File: config.mk
export PLATFORM = sky130hd
export DESIGN_NAME = camera_blockage_decision_fsm
export DESIGN_NICKNAME = d
export VERILOG_FILES = /design/src/design/cbd_pkg.sv /design/src/design/cbd_cfg_regs.sv /design/src/design/camera_blockage_decision_fsm.sv
export VERILOG_INCLUDE_DIRS = /design/src /design/src/design
export SDC_FILE = /design/constraint.sdc
export NUM_CORES = 1
export LEC_CHECK = 0
export BUFFER_PORTS_ARGS = -buffer_cell sky130_fd_sc_hd__buf_2
export CAP_MARGIN = 20
export CORE_ASPECT_RATIO = 1.1
export CORE_UTILIZATION = 29
export CTS_BUF_LIST = sky130_fd_sc_hd__clkbuf_16
export DETAILED_ROUTE_END_ITERATION = 16
export GPL_TIMING_DRIVEN = 0
export PLACE_DENSITY_LB_ADDON = 0.2
export SLEW_MARGIN = 20
export SYNTH_ARGS = -nofsm -noshare
export SYNTH_HDL_FRONTEND = slang
export SYNTH_SLANG_ARGS = --single-unit
File: constraint.sdc
create_clock -name clk -period 3.7 [get_ports clk]
set_input_delay 0.925 -clock clk [delete_from_list [all_inputs] [get_ports clk]]
set_output_delay 0.925 -clock clk [all_outputs]
set_load 0.02 [all_outputs]
File: src/design/camera_blockage_decision_fsm_macros.svh
// assertion macros shared by the camera blockage decision design
`ifndef CAMERA_BLOCKAGE_DECISION_FSM_MACROS_SVH
`define CAMERA_BLOCKAGE_DECISION_FSM_MACROS_SVH

`ifndef SYNTHESIS

// same-cycle implication, checked out of reset
`define CBD_ASSERT_IMPLY(label, clk, rst_n, ante, cons) \
  label: assert property (@(posedge clk) disable iff (!rst_n) (ante) |-> (cons)) \
    else $error("assertion failed: implication");

// next-cycle implication, checked out of reset
`define CBD_ASSERT_NEXT(label, clk, rst_n, ante, cons) \
  label: assert property (@(posedge clk) disable iff (!rst_n) (ante) |=> (cons)) \
    else $error("assertion failed: next-cycle implication");

`else

`define CBD_ASSERT_IMPLY(label, clk, rst_n, ante, cons)
`define CBD_ASSERT_NEXT(label, clk, rst_n, ante, cons)

`endif

`endif

File: src/design/cbd_pkg.sv
// shared types, constants and helpers for the camera blockage decision block
`timescale 1ns / 1ps

package cbd_pkg;

  localparam int unsigned ACC_W     = 24;
  localparam int unsigned VERDICT_W = 2;
  localparam int unsigned TSTEP_W   = 10;
  localparam int unsigned DSTEP_W   = 12;
  localparam int unsigned DEC_W     = 2;
  localparam int unsigned CFG_IDX_W = 3;

  // verdict codes
  localparam logic [VERDICT_W-1:0] VERDICT_CLEAR   = 2'd0;
  localparam logic [VERDICT_W-1:0] VERDICT_BLOCKED = 2'd1;
  localparam logic [VERDICT_W-1:0] VERDICT_COND    = 2'd2;
  localparam logic [VERDICT_W-1:0] VERDICT_INVALID = 2'd3;

  // configuration register indexes
  localparam logic [CFG_IDX_W-1:0] CFG_SETTLE_DIST   = 3'd0;
  localparam logic [CFG_IDX_W-1:0] CFG_NO_INPUT_DIST = 3'd1;
  localparam logic [CFG_IDX_W-1:0] CFG_NO_INPUT_TIME = 3'd2;
  localparam logic [CFG_IDX_W-1:0] CFG_UNBLOCK_DELAY = 3'd3;

  // configuration reset values
  localparam logic [ACC_W-1:0] SETTLE_DIST_RST   = 24'd5000;
  localparam logic [ACC_W-1:0] NO_INPUT_DIST_RST = 24'd50000;
  localparam logic [ACC_W-1:0] NO_INPUT_TIME_RST = 24'd30000;
  localparam logic [ACC_W-1:0] UNBLOCK_DELAY_RST = 24'd2000;

  typedef struct packed {
    logic [ACC_W-1:0] settle_distance;
    logic [ACC_W-1:0] no_input_distance;
    logic [ACC_W-1:0] no_input_time;
    logic [ACC_W-1:0] unblock_delay;
  } cfg_t;

  // saturating accumulate, clamps at all ones
  function automatic logic [ACC_W-1:0] sat_add(input logic [ACC_W-1:0] acc,
                                                input logic [ACC_W-1:0] inc);
    logic [ACC_W:0] sum;
    sum = {1'b0, acc} + {1'b0, inc};
    return sum[ACC_W] ? {ACC_W{1'b1}} : sum[ACC_W-1:0];
  endfunction

endpackage

File: src/design/cbd_cfg_regs.sv
// configuration register file for the camera blockage decision block
`timescale 1ns / 1ps

module cbd_cfg_regs
  import cbd_pkg::*;
(
  input  logic                 clk,
  input  logic                 rst_n,
  input  logic                 cfg_valid,
  output logic                 cfg_ready,
  input  logic [CFG_IDX_W-1:0] cfg_index,
  input  logic [ACC_W-1:0]     cfg_wdata,
  output cfg_t                 cfg
);

  cfg_t cfg_r;
  cfg_t cfg_nxt;

  // writes are always taken, unknown indexes are dropped
  assign cfg_ready = 1'b1;

  // register decode
  always_comb begin
    cfg_nxt = cfg_r;
    if (cfg_valid) begin
      case (cfg_index)
        CFG_SETTLE_DIST:   cfg_nxt.settle_distance   = cfg_wdata;
        CFG_NO_INPUT_DIST: cfg_nxt.no_input_distance = cfg_wdata;
        CFG_NO_INPUT_TIME: cfg_nxt.no_input_time     = cfg_wdata;
        CFG_UNBLOCK_DELAY: cfg_nxt.unblock_delay     = cfg_wdata;
        default:           cfg_nxt = cfg_r;
      endcase
    end
  end

  // register storage
  always_ff @(posedge clk) begin
    if (!rst_n) begin
      cfg_r.settle_distance   <= SETTLE_DIST_RST;
      cfg_r.no_input_distance <= NO_INPUT_DIST_RST;
      cfg_r.no_input_time     <= NO_INPUT_TIME_RST;
      cfg_r.unblock_delay     <= UNBLOCK_DELAY_RST;
    end else begin
      cfg_r <= cfg_nxt;
    end
  end

  assign cfg = cfg_r;

endmodule

File: src/design/camera_blockage_decision_fsm.sv
// camera blockage decision: top level with input stage, decision logic and result register
//
// Usage:
//   in_*   : one transaction per camera frame carrying the verdict, the frame time
//            step (ms) and the distance step (cm), valid/ready handshake.
//   out_*  : one transaction per input transaction carrying the new decision and the
//            no-valid-input error flag, valid/ready handshake.
//   cfg_*  : register writes (index, 24-bit data), always accepted; write only while
//            no transaction is in flight.
// The input register takes the transaction, the result register loads it once the
// receiver is free, with the decision and accumulator update done in between.
// Throughput is one transaction per cycle while the receiver takes results; the single
// decision stage with its state feedback is what sets it.
// A stalled receiver holds the result register; the input register still takes one
// more transaction, after which in_ready drops until the result is taken.
// Reset (synchronous, active low) returns the decision to clearance measuring, clears
// all accumulators and loads the register defaults.
`timescale 1ns / 1ps
`include "camera_blockage_decision_fsm_macros.svh"

module camera_blockage_decision_fsm
  import cbd_pkg::*;
(
  input  logic                 clk,
  input  logic                 rst_n,
  // configuration
  input  logic                 cfg_valid,
  output logic                 cfg_ready,
  input  logic [CFG_IDX_W-1:0] cfg_index,
  input  logic [ACC_W-1:0]     cfg_wdata,
  // input transactions
  input  logic                 in_valid,
  output logic                 in_ready,
  input  logic [VERDICT_W-1:0] in_verdict,
  input  logic [TSTEP_W-1:0]   in_time_step,
  input  logic [DSTEP_W-1:0]   in_distance_step,
  // result transactions
  output logic                 out_valid,
  input  logic                 out_ready,
  output logic [DEC_W-1:0]     out_decision,
  output logic                 out_no_input_error
);

  typedef enum logic [DEC_W-1:0] {
    MODE_MEAS    = 2'd0,
    MODE_CLEAR   = 2'd1,
    MODE_BLOCKED = 2'd2,
    MODE_COND    = 2'd3
  } mode_t;

  cfg_t cfg;

  logic                 s1_valid_r;
  logic [VERDICT_W-1:0] s1_verdict_r;
  logic [TSTEP_W-1:0]   s1_time_r;
  logic [DSTEP_W-1:0]   s1_dist_r;

  mode_t            mode_r, mode_nxt;
  logic [ACC_W-1:0] elapsed_r, elapsed_nxt;
  logic [ACC_W-1:0] driven_r, driven_nxt;
  logic [ACC_W-1:0] dwell_r, dwell_nxt;
  logic             err_nxt;

  logic             out_valid_r;
  logic [DEC_W-1:0] out_decision_r;
  logic             out_error_r;

  logic out_free;
  logic in_fire;
  logic s1_fire;
  logic settled;
  logic [ACC_W-1:0] tstep_ext;
  logic [ACC_W-1:0] dstep_ext;

  cbd_cfg_regs u_cfg (
    .clk       (clk),
    .rst_n     (rst_n),
    .cfg_valid (cfg_valid),
    .cfg_ready (cfg_ready),
    .cfg_index (cfg_index),
    .cfg_wdata (cfg_wdata),
    .cfg       (cfg)
  );

  // handshake and stage advance
  assign out_free = !out_valid_r || out_ready;
  assign in_ready = !s1_valid_r || out_free;
  assign in_fire  = in_valid && in_ready;
  assign s1_fire  = s1_valid_r && out_free;

  assign tstep_ext = {{(ACC_W-TSTEP_W){1'b0}}, s1_time_r};
  assign dstep_ext = {{(ACC_W-DSTEP_W){1'b0}}, s1_dist_r};
  assign settled   = (driven_r >= cfg.settle_distance);

  // decision step
  always_comb begin
    mode_nxt    = mode_r;
    elapsed_nxt = elapsed_r;
    driven_nxt  = driven_r;
    dwell_nxt   = dwell_r;
    err_nxt     = 1'b0;
    case (mode_r)
      MODE_MEAS: begin
        if (s1_verdict_r == VERDICT_CLEAR && settled) begin
          mode_nxt = MODE_CLEAR;
        end else if (s1_verdict_r == VERDICT_BLOCKED) begin
          mode_nxt = MODE_BLOCKED;
        end else if (s1_verdict_r == VERDICT_COND && settled) begin
          mode_nxt = MODE_COND;
        end else if (driven_r > cfg.no_input_distance &&
                     elapsed_r > cfg.no_input_time) begin
          err_nxt = 1'b1;
        end else begin
          elapsed_nxt = sat_add(elapsed_r, tstep_ext);
          driven_nxt  = sat_add(driven_r, dstep_ext);
        end
      end
      MODE_CLEAR: begin
        if (s1_verdict_r == VERDICT_BLOCKED) begin
          mode_nxt = MODE_BLOCKED;
        end else if (s1_verdict_r == VERDICT_COND) begin
          mode_nxt = MODE_COND;
        end
      end
      MODE_BLOCKED: begin
        if (s1_verdict_r == VERDICT_CLEAR || s1_verdict_r == VERDICT_COND) begin
          if (dwell_r > cfg.unblock_delay) begin
            mode_nxt  = (s1_verdict_r == VERDICT_CLEAR) ? MODE_CLEAR : MODE_COND;
            dwell_nxt = '0;
          end else begin
            dwell_nxt = sat_add(dwell_r, tstep_ext);
          end
        end else begin
          dwell_nxt = '0;
        end
      end
      MODE_COND: begin
        if (s1_verdict_r == VERDICT_CLEAR) begin
          mode_nxt = MODE_CLEAR;
        end else if (s1_verdict_r == VERDICT_BLOCKED) begin
          mode_nxt = MODE_BLOCKED;
        end
      end
      default: begin
        mode_nxt = MODE_MEAS;
      end
    endcase
  end

  // state, input register and result register
  always_ff @(posedge clk) begin
    if (!rst_n) begin
      s1_valid_r  <= 1'b0;
      out_valid_r <= 1'b0;
      mode_r      <= MODE_MEAS;
      elapsed_r   <= '0;
      driven_r    <= '0;
      dwell_r     <= '0;
    end else begin
      if (in_ready) begin
        s1_valid_r <= in_valid;
      end
      if (in_fire) begin
        s1_verdict_r <= in_verdict;
        s1_time_r    <= in_time_step;
        s1_dist_r    <= in_distance_step;
      end
      if (out_free) begin
        out_valid_r <= s1_valid_r;
      end
      if (s1_fire) begin
        mode_r         <= mode_nxt;
        elapsed_r      <= elapsed_nxt;
        driven_r       <= driven_nxt;
        dwell_r        <= dwell_nxt;
        out_decision_r <= mode_nxt;
        out_error_r    <= err_nxt;
      end
    end
  end

  assign out_valid          = out_valid_r;
  assign out_decision       = out_decision_r;
  assign out_no_input_error = out_error_r;

  // checks
  `CBD_ASSERT_IMPLY(a_err_only_measuring, clk, rst_n,
                    out_valid_r && out_error_r, out_decision_r == MODE_MEAS)
  `CBD_ASSERT_IMPLY(a_dwell_only_blocked, clk, rst_n,
                    mode_r != MODE_BLOCKED, dwell_r == '0)
  `CBD_ASSERT_NEXT(a_state_holds_idle, clk, rst_n,
                   !s1_fire, $stable(mode_r) && $stable(elapsed_r) && $stable(driven_r))
  `CBD_ASSERT_NEXT(a_err_freezes_acc, clk, rst_n,
                   s1_fire && err_nxt, $stable(elapsed_r) && $stable(driven_r))

endmodule
==> implementation parameters, run 1 <==
Parameter                              Value

Status
  Outcome ... finished clean

Critical path
  Setup Crit Path Kind ... reg -> reg
  CP required ... 4010 ps
  Flop2flop setup slack ... 220 ps
  Number of buffers and inverters on the critical path ... 0
  R2R Path End ... dwell_r[15]$_SDFFE_PN0P_
  Number of cells traversed by the worst register-to-register path ... 10
  Slowest Stage Delay on Critical Path ... 530 ps
  Cell-by-cell listing of the critical path ... ha_1, fa_1, a21o_1, a21oi_1, o21ai_0, a311o_1, nor2b_1, nor4_1, nor2b_1, nor4_1
  Startpoint types ... flop
  Largest driver fanout on the critical path ... 8
  Worst-path cell with the longest stage delay ... nor4_1
  Critical path capture point type ... flop
  Crit path arrival time ... 3780 ps
  Reg-to-Reg Start ... s1_time_r[0]$_DFFE_PP_
  Dominant delay contributor by cell family on the critical path ... compound AO/OA/AOI/OAI gates

STA
  Summed negative setup slack over all endpoints ... 0 ps
  Final worst clock skew ... 13.66 ps
  Setup violations, final ... 0
  Peak Freq ... 287.6 MHz
  Setup repair after global routing missed its margin ... no
  Number of endpoints with negative hold slack in the final report ... 0
  Slew Viols, Final ... 0
  Headroom to the max-slew limit ... 0.4093
  Final critical delay including setup and external delays ... 3478 ps
  Final worst path period share ... 0.9399
  Slew of the pin with the lowest slew margin ... 886.0 ps
  Worst hold slack ... 457.2 ps

Power
  Leakage dissipation ... 0.005175 uW
  Peak supply drop ... 0.3253 mV
  Total power per unit cell area ... 359.3 nW/um^2

Yosys
  Register bit total from synthesis ... 199
  Cell area after technology mapping ... 11380 um^2
  Average cell area after synthesis ... 8.389 um^2
  EDFF count, synth ... 27
  Dominant synthesized flop cell ... dfxtp_1
  Gate count of the mapped netlist ... 1357
  Seq/Total Area, Yosys ... 0.3737
  Synth warn ... 0
  Share of the synthesized area in the top cell type ... 0.3025
  Cell variety after synth ... 73
  Post-synth top area cell ... dfxtp_1
  Synth area leaders ... dfxtp_1 30%, ha_1 14%, nand2_1 8.1%
  Synth async-reset ratio ... 0
  Net Count, Synth ... 1544

Floorplanning
  Area of the die ... 40050 um^2
  Top Ports ... 62
  Starting utilization of the core area ... 0.2966
  Chip height ... 209.8 um
  Core area ... 38380 um^2
  Num rows ... 75
  Die width ... 190.9 um

Routing
  Vias per cell ... 5.025
  Average wire per standard cell ... 16.86 um
  Number of design rule violations left after detail routing ... 0
  DR WL met3 ... 1127 um
  Count of TritonRoute iterations in the first routing pass ... 5
  Count of vias placed by the detailed router ... 9778
  Highest Signal Layer ... met5
  Met2 WL post-DR ... 15130 um
  Violation count after the first detailed-routing iteration ... 638
  Sum of routed wire segments on met1 ... 15680 um
  Wire length reported by the detailed router ... 32810 um
  Antenna Violating Nets Remaining ... 0

Clock network
  Setup fix buffers added after clock tree synthesis ... 0
  Number of buffers on the longest clock path ... 2
  Source-to-sink clock delay at the later pin of the worst-skew pair ... 460 ps
  TritonCTS clock tree ... yes
  Clock transition at the registers of the reported paths ... 80 ps
  Total clock sinks ... 199
  Number of resized instances in the post-cts repair step ... 0
  CTS H-tree lvls ... 4
  Hold_buf cts ... 0
  Num CTS Buffers ... 17
  CTS root buf ... clkbuf_16

Cells and area
  Sequential cell area in the final layout ... 4254 um^2
  Number of nets in the finished design ... 1621
  Combined area of the multi-input logic cells ... 6445 um^2
  Fraction of layout instances using a drive strength above 1 ... 0.09267
  P&R area growth vs syn ... 12.79%
  Diode count ... 0
  Number of fill cells ... 4030

Global route
  Global-route congestion overflow total ... 0
  Maximum number of pins on one net before global-route repair ... 25
  Number of antenna violations at the first check in global routing ... 1
  Total global-route track usage ... 0.1701
  Global-route wire length before repair ... 51950 um
  Via count of the first global-routing pass ... 9417

Placed design
  Global placement routability congestion ... 0.8166
  HPWL after DPL ... 26130 um
  Port Buf Inserts ... 58

Flow run
  Number of violations of the max-capacitance limit ... 0

Worst hold path
  Path category of the worst min-delay check ... reg -> reg
  Startpoint of the worst hold path ... u_cfg.cfg[12]$_SDFFE_PN0P_
  Hold Path End ... u_cfg.cfg[12]$_SDFFE_PN0P_
  Hold path depth ... 2
[report_power, final]
group | internal [uW] | total, uW | switching [uW]
combinational | 195 | 520 | 326
clock | 874 | 1800 | 930
sequential | 2250 | 2290 | 41.9
total | 3320 | 4610 | 1300
[cells in the mapped netlist (4+ instances only)]
| cell type | instances |
|---|---|
| and2_1 | 12 |
| and4_1 | 11 |
| inv_1 | 115 |
| nor4_1 | 4 |
| dfxtp_1 | 172 |
| a21o_1 | 19 |
| nand3_1 | 26 |
| o221a_2 | 14 |
| nor2_1 | 67 |
| buf_2 | 5 |
| or2_2 | 5 |
| a311oi_1 | 10 |
| nand4_1 | 25 |
| a31oi_1 | 15 |
| o211ai_1 | 33 |
| a21oi_1 | 138 |
| mux2i_1 | 4 |
| nand2_1 | 246 |
| xnor2_1 | 16 |
| edfxtp_1 | 27 |
| o21ai_0 | 44 |
| ha_1 | 128 |
| nand2b_1 | 7 |
| o21a_1 | 9 |
| nand4b_1 | 5 |
| nor3_1 | 24 |
| xor2_1 | 8 |
| a211oi_1 | 11 |
| a41oi_1 | 4 |
| o21bai_1 | 6 |
| clkbuf_1 | 47 |
| nor2b_1 | 10 |
| buf_6 | 4 |
| and3_1 | 21 |
| or3_1 | 7 |
[per-stage QoR]
step	area (um^2)	utilization	power [uW]	setup WS (ps)	std cells
floorplan	11380	-	2674	957.7	1357
global placement	12300	0.3205	2855	277.2	1915
detailed placement	12300	0.3205	2862	312.5	1915
CTS	12840	0.3345	4675	295.0	1946
global route	12840	0.3345	4828	5.094	1946
finish	12840	0.3345	4613	222.4	1946
[worst min-delay path, cell delays in order (launching register included)]
cell and delay [ps]:
dfxtp_1 310, nand2_1 50, a21oi_1 50
[sequential cells by signal (all words and copies together) (netlist names), 2 cells and up]
register	cells
u_cfg.cfg	96
driven_r	24
dwell_r	24
elapsed_r	24
s1_dist_r	12
s1_time_r	10
mode_r	2
out_decision	2
s1_verdict_r	2
[logic make-up (layout without fill, tap and decap cells)]
family                     count (synthesis)  after routing  share of synthesized area
DFF                                      199            199                     0.3737
and+or+nand+nor                          477            477                     0.1936
buffers and inverters                    172            261                    0.06023
other                                      1              1                  0.0003294
AOI/OAI and AO/OA                        349            349                     0.2042
muxes                                      4              4                   0.003517
adders and majority gates                131            131                     0.1460
xor gates and xnor gates                  24             24                    0.01847
[routing by layer]
metal / vias up / track usage
li1: 4989 / -
met1: 4596 / 0.2263
met2: 155 / 0.2736
met3: 34 / 0.02742
met4: 4 / 0.06014
met5: - / 0.01985
[worst max-delay path by stage]
stage,cells after the start,endpoint,from,slack [ps]
3_3_place_gp,3,s1_dist_r[11]$_DFFE_PP_,rst_n,280
5_1_grt,10,dwell_r[15]$_SDFFE_PN0P_,s1_time_r[0]$_DFFE_PP_,5
3_5_place_dp,10,driven_r[6]$_SDFFE_PN0P_,driven_r[13]$_SDFFE_PN0P_,310
2_1_floorplan,10,dwell_r[15]$_SDFFE_PN0P_,s1_time_r[0]$_DFFE_PP_,960
4_1_cts,10,driven_r[6]$_SDFFE_PN0P_,driven_r[13]$_SDFFE_PN0P_,300
6_report,10,dwell_r[15]$_SDFFE_PN0P_,s1_time_r[0]$_DFFE_PP_,220
[placed cells by master, fill, tap and decap left out, types with 5 or more instances in the layout]
cell type	Yosys	layout
a211oi_1	11	11
a21o_1	19	19
a21oi_1	138	138
a311oi_1	10	10
a31oi_1	15	15
and2_1	12	12
and3_1	21	20
and4_1	11	11
buf_2	5	63
clkbuf_1	47	47
clkbuf_16	0	17
clkinv_4	0	5
dfxtp_1	172	172
edfxtp_1	27	27
ha_1	128	128
inv_1	115	115
inv_6	0	5
nand2_1	246	246
nand2b_1	7	7
nand3_1	26	26
nand4_1	25	25
nand4b_1	5	5
nor2_1	67	67
nor2b_1	10	10
nor3_1	24	24
o211ai_1	33	33
o21a_1	9	9
o21ai_0	44	44
o21bai_1	6	6
o221a_2	14	14
or2_2	5	5
or3_1	7	7
xnor2_1	16	16
xor2_1	8	8
[cell type report]
type / instances / area share
buffer: 57 / 0.01978
clock buffer: 17 / 0.03313
clock inverter: 14 / 0.008868
inverter: 115 / 0.03362
multi-input combinational: 986 / 0.5019
sequential: 199 / 0.3313
tap: 500 / 0.04872
timing repair buffer: 58 / 0.02261
(Power assumes the default switching activity.)
==> run 2, diff against run 1 <==
--- a/config.mk
+++ b/config.mk
@@ -13,8 +13,7 @@
 export CTS_BUF_LIST = sky130_fd_sc_hd__clkbuf_16
 export DETAILED_ROUTE_END_ITERATION = 16
 export GPL_TIMING_DRIVEN = 0
-export PLACE_DENSITY_LB_ADDON = 0.2
-export SLEW_MARGIN = 20
+export SLEW_MARGIN = 10
 export SYNTH_ARGS = -nofsm -noshare
 export SYNTH_HDL_FRONTEND = slang
 export SYNTH_SLANG_ARGS = --single-unit
==> run 2 against run 1 <==
First-iteration DRC count rose by 11%; combinational power barely moved; non-clock buffer count stayed put; register-to-register slack improved by 50 ps; die area unchanged; critical path type unchanged.
==> implementation parameters, run 2 (synthesis gave the netlist of run 1 again) <==
Parameter                              Value

Critical path
  Setup Crit Path Kind ... reg -> reg (unchanged)
  Flop2flop setup slack ... 280 ps (was 220 ps)
  Reg-to-Reg Start ... driven_r[17]$_SDFFE_PN0P_ (was s1_time_r[0]$_DFFE_PP_)
  Crit path arrival time ... 3780 ps (about the same)
  Worst-path cell with the longest stage delay ... dfxtp_1 (was nor4_1)
  Cell-by-cell listing of the critical path ... ha_1, a21oi_1, nor2_1, a211oi_1, o211ai_1, o31ai_2, nand4_2, a21o_1, buf_2, o221a_2 (was ha_1, fa_1, a21o_1, a21oi_1, o21ai_0, a311o_1, nor2b_1, nor4_1, nor2b_1, nor4_1)
  R2R Path End ... driven_r[3]$_SDFFE_PN0P_ (was dwell_r[15]$_SDFFE_PN0P_)
  Critical path capture point type ... flop (unchanged)
  Number of cells traversed by the worst register-to-register path ... 10 (unchanged)
  Largest driver fanout on the critical path ... 10 (was 8)
  Slowest Stage Delay on Critical Path ... 480 ps (was 530 ps)
  Startpoint types ... flop (unchanged)
  CP required ... 4060 ps (was 4010 ps)

Cells and area
  Diode count ... 0 (unchanged)
  P&R area growth vs syn ... 13.17% (was 12.79%)
  Most common cell after layout, fill and taps aside ... nand2_1 (unchanged)
  Flip-flop count of the largest register after layout ... 96 (unchanged)
  Number of fill cells ... 3986 (was 4030)
  Commonest non-fill, non-tap cells in the layout ... 246 x nand2_1, 172 x dfxtp_1, 138 x a21oi_1 (unchanged)
  Fraction of layout instances using a drive strength above 1 ... 0.09261 (was 0.09267)
  Number of nets in the finished design ... 1621 (unchanged)

STA
  Post-route setup slack ... 276.7 ps (was 222.4 ps)
  Peak Freq ... 292.1 MHz (was 287.6 MHz)
  Setup repair after global routing missed its margin ... no (unchanged)
  Slew of the pin with the lowest slew margin ... 912.3 ps (was 886.0 ps)
  Headroom to the max-slew limit ... 0.3895 (was 0.4093)
  Final worst path period share ... 0.9252 (was 0.9399)
  Slew Viols, Final ... 0 (unchanged)
  Final worst clock skew ... 12.78 ps (was 13.66 ps)
  Setup violations, final ... 0 (unchanged)
  Number of endpoints with negative hold slack in the final report ... 0 (unchanged)
  Summed negative setup slack over all endpoints ... 0 ps (unchanged)
  Final critical delay including setup and external delays ... 3423 ps (was 3478 ps)

Power
  Net switching fraction of the power ... 0.2749 (was 0.2813)
  Part of the total power dissipated in combinational logic ... 0.111 (was 0.113)
  Clock network fraction of total power ... 0.401 (was 0.391)
  Reported net switching power ... 1290 uW (was 1298 uW)
  Sum of internal, switching and leakage power ... 4691 uW (was 4613 uW)
  Total power per unit cell area ... 364.1 nW/um^2 (was 359.3 nW/um^2)
  Peak supply drop ... 0.2315 mV (was 0.3253 mV)
  Sequential share of power ... 0.488 (was 0.496)
  Leakage dissipation ... 0.005198 uW (was 0.005175 uW)
  Int Power ... 3401 uW (was 3315 uW)

Clock network
  Number of resized instances in the post-cts repair step ... 0 (unchanged)
  Hold_buf cts ... 0 (unchanged)
  Setup fix buffers added after clock tree synthesis ... 0 (unchanged)
  Clock transition at the registers of the reported paths ... 80 ps (about the same)
  TritonCTS clock tree ... yes (unchanged)
  Number of buffers on the longest clock path ... 2 (unchanged)
  Num CTS Buffers ... 17 (unchanged)
  Total clock sinks ... 199 (unchanged)
  CTS H-tree lvls ... 4 (unchanged)
  CTS root buf ... clkbuf_16 (unchanged)
  Source-to-sink clock delay at the later pin of the worst-skew pair ... 470 ps (was 460 ps)

Floorplanning
  Num rows ... 75 (unchanged)
  Core area ... 38380 um^2 (unchanged)
  Chip height ... 209.8 um (unchanged)
  Starting utilization of the core area ... 0.2966 (unchanged)
  Area of the die ... 40050 um^2 (unchanged)
  Top Ports ... 62 (unchanged)
  Die width ... 190.9 um (unchanged)

Global route
  Global-route congestion overflow total ... 0 (unchanged)
  Maximum number of pins on one net before global-route repair ... 25 (unchanged)
  Number of antenna violations at the first check in global routing ... 0 (was 1)
  Global-route wire length before repair ... 51090 um (was 51950 um)
  Via count of the first global-routing pass ... 9577 (was 9417)
  Total global-route track usage ... 0.1645 (was 0.1701)

Routing
  Vias per cell ... 5.161 (was 5.025)
  Number of design rule violations left after detail routing ... 0 (unchanged)
  Count of TritonRoute iterations in the first routing pass ... 5 (unchanged)
  Violation count after the first detailed-routing iteration ... 711 (was 638)
  Wire length reported by the detailed router ... 32190 um (was 32810 um)
  Count of vias placed by the detailed router ... 10049 (was 9778)
  Average wire per standard cell ... 16.54 um (was 16.86 um)
  Antenna Violating Nets Remaining ... 0 (unchanged)

Status
  Outcome ... finished clean (unchanged)

Flow run
  Number of violations of the max-capacitance limit ... 0 (unchanged)

Worst hold path
  Hold path depth ... 2 (unchanged)
  Path category of the worst min-delay check ... reg -> reg (unchanged)
  Hold Path End ... u_cfg.cfg[16]$_SDFFE_PN0P_ (was u_cfg.cfg[12]$_SDFFE_PN0P_)
  Startpoint of the worst hold path ... u_cfg.cfg[16]$_SDFFE_PN0P_ (was u_cfg.cfg[12]$_SDFFE_PN0P_)

Placed design
  Global placement routability congestion ... 0.8863 (was 0.8166)
  HPWL after DPL ... 25190 um (was 26130 um)
  Pre-CTS setup slack ... 315.6 ps (was 312.5 ps)
  Port Buf Inserts ... 58 (unchanged)
-- run 2: worst max path at each step --
stage	start	end	slack (ps)	depth (start not counted)
floorplan	s1_time_r[0]$_DFFE_PP_	dwell_r[15]$_SDFFE_PN0P_	960	10
global placement	rst_n	s1_dist_r[11]$_DFFE_PP_	320	3
detailed placement	driven_r[17]$_SDFFE_PN0P_	driven_r[3]$_SDFFE_PN0P_	320	10
CTS	driven_r[17]$_SDFFE_PN0P_	driven_r[3]$_SDFFE_PN0P_	310	10
global route	driven_r[17]$_SDFFE_PN0P_	driven_r[11]$_SDFFE_PN0P_	90	10
finish	driven_r[17]$_SDFFE_PN0P_	driven_r[3]$_SDFFE_PN0P_	280	10
-- run 2: metal layers --
metal  up-vias  GRT usage  part of all wire
li1       4987          -                 -
met1      4768     0.2078              0.45
met2       252     0.2740              0.47
met3        42    0.02625             0.048
met4         0    0.07228             0.029
met5         -          0                 0
-- run 2: critical path, delay by kind of cell, from the launching register on --
kind / cells / cell delay (ps)
simple gates: 2 / 450
flops: 1 / 480
buf+inv: 1 / 210
compound gates: 6 / 1840
fa+ha+maj: 1 / 310
-- run 2: stage by stage --
step,cell area [um^2],utilization,hold WS [ps],std cells
floorplan,11380,-,436.3,1357
global placement,12300,0.3205,444.3,1915
detailed placement,12300,0.3205,446.5,1915
CTS,12880,0.3356,457.3,1947
global route,12880,0.3356,470.7,1947
finish,12880,0.3356,456.7,1947
-- run 2: cell type report --
cell class | count | area [um^2] | share of cell area
plain buffers | 57 | 254.0 | 0.01972
clock buffers | 19 | 475.5 | 0.03691
repair buffers | 58 | 290.3 | 0.02253
inverters | 115 | 431.7 | 0.03351
multi-input cells | 986 | 6445 | 0.5003
well taps | 500 | 625.6 | 0.04856
flip-flops and latches | 199 | 4254 | 0.3302
clock inverters | 13 | 106.4 | 0.008256
-- run 2: power by group through the flow --
stage	logic [uW]	clock network, uW	registers, uW
after detailed placement	518	0	2340
after floorplan	350	0	2320
after CTS	521	1920	2290
after global routing	584	2000	2300
after global placement	506	0	2340
final	522	1880	2290
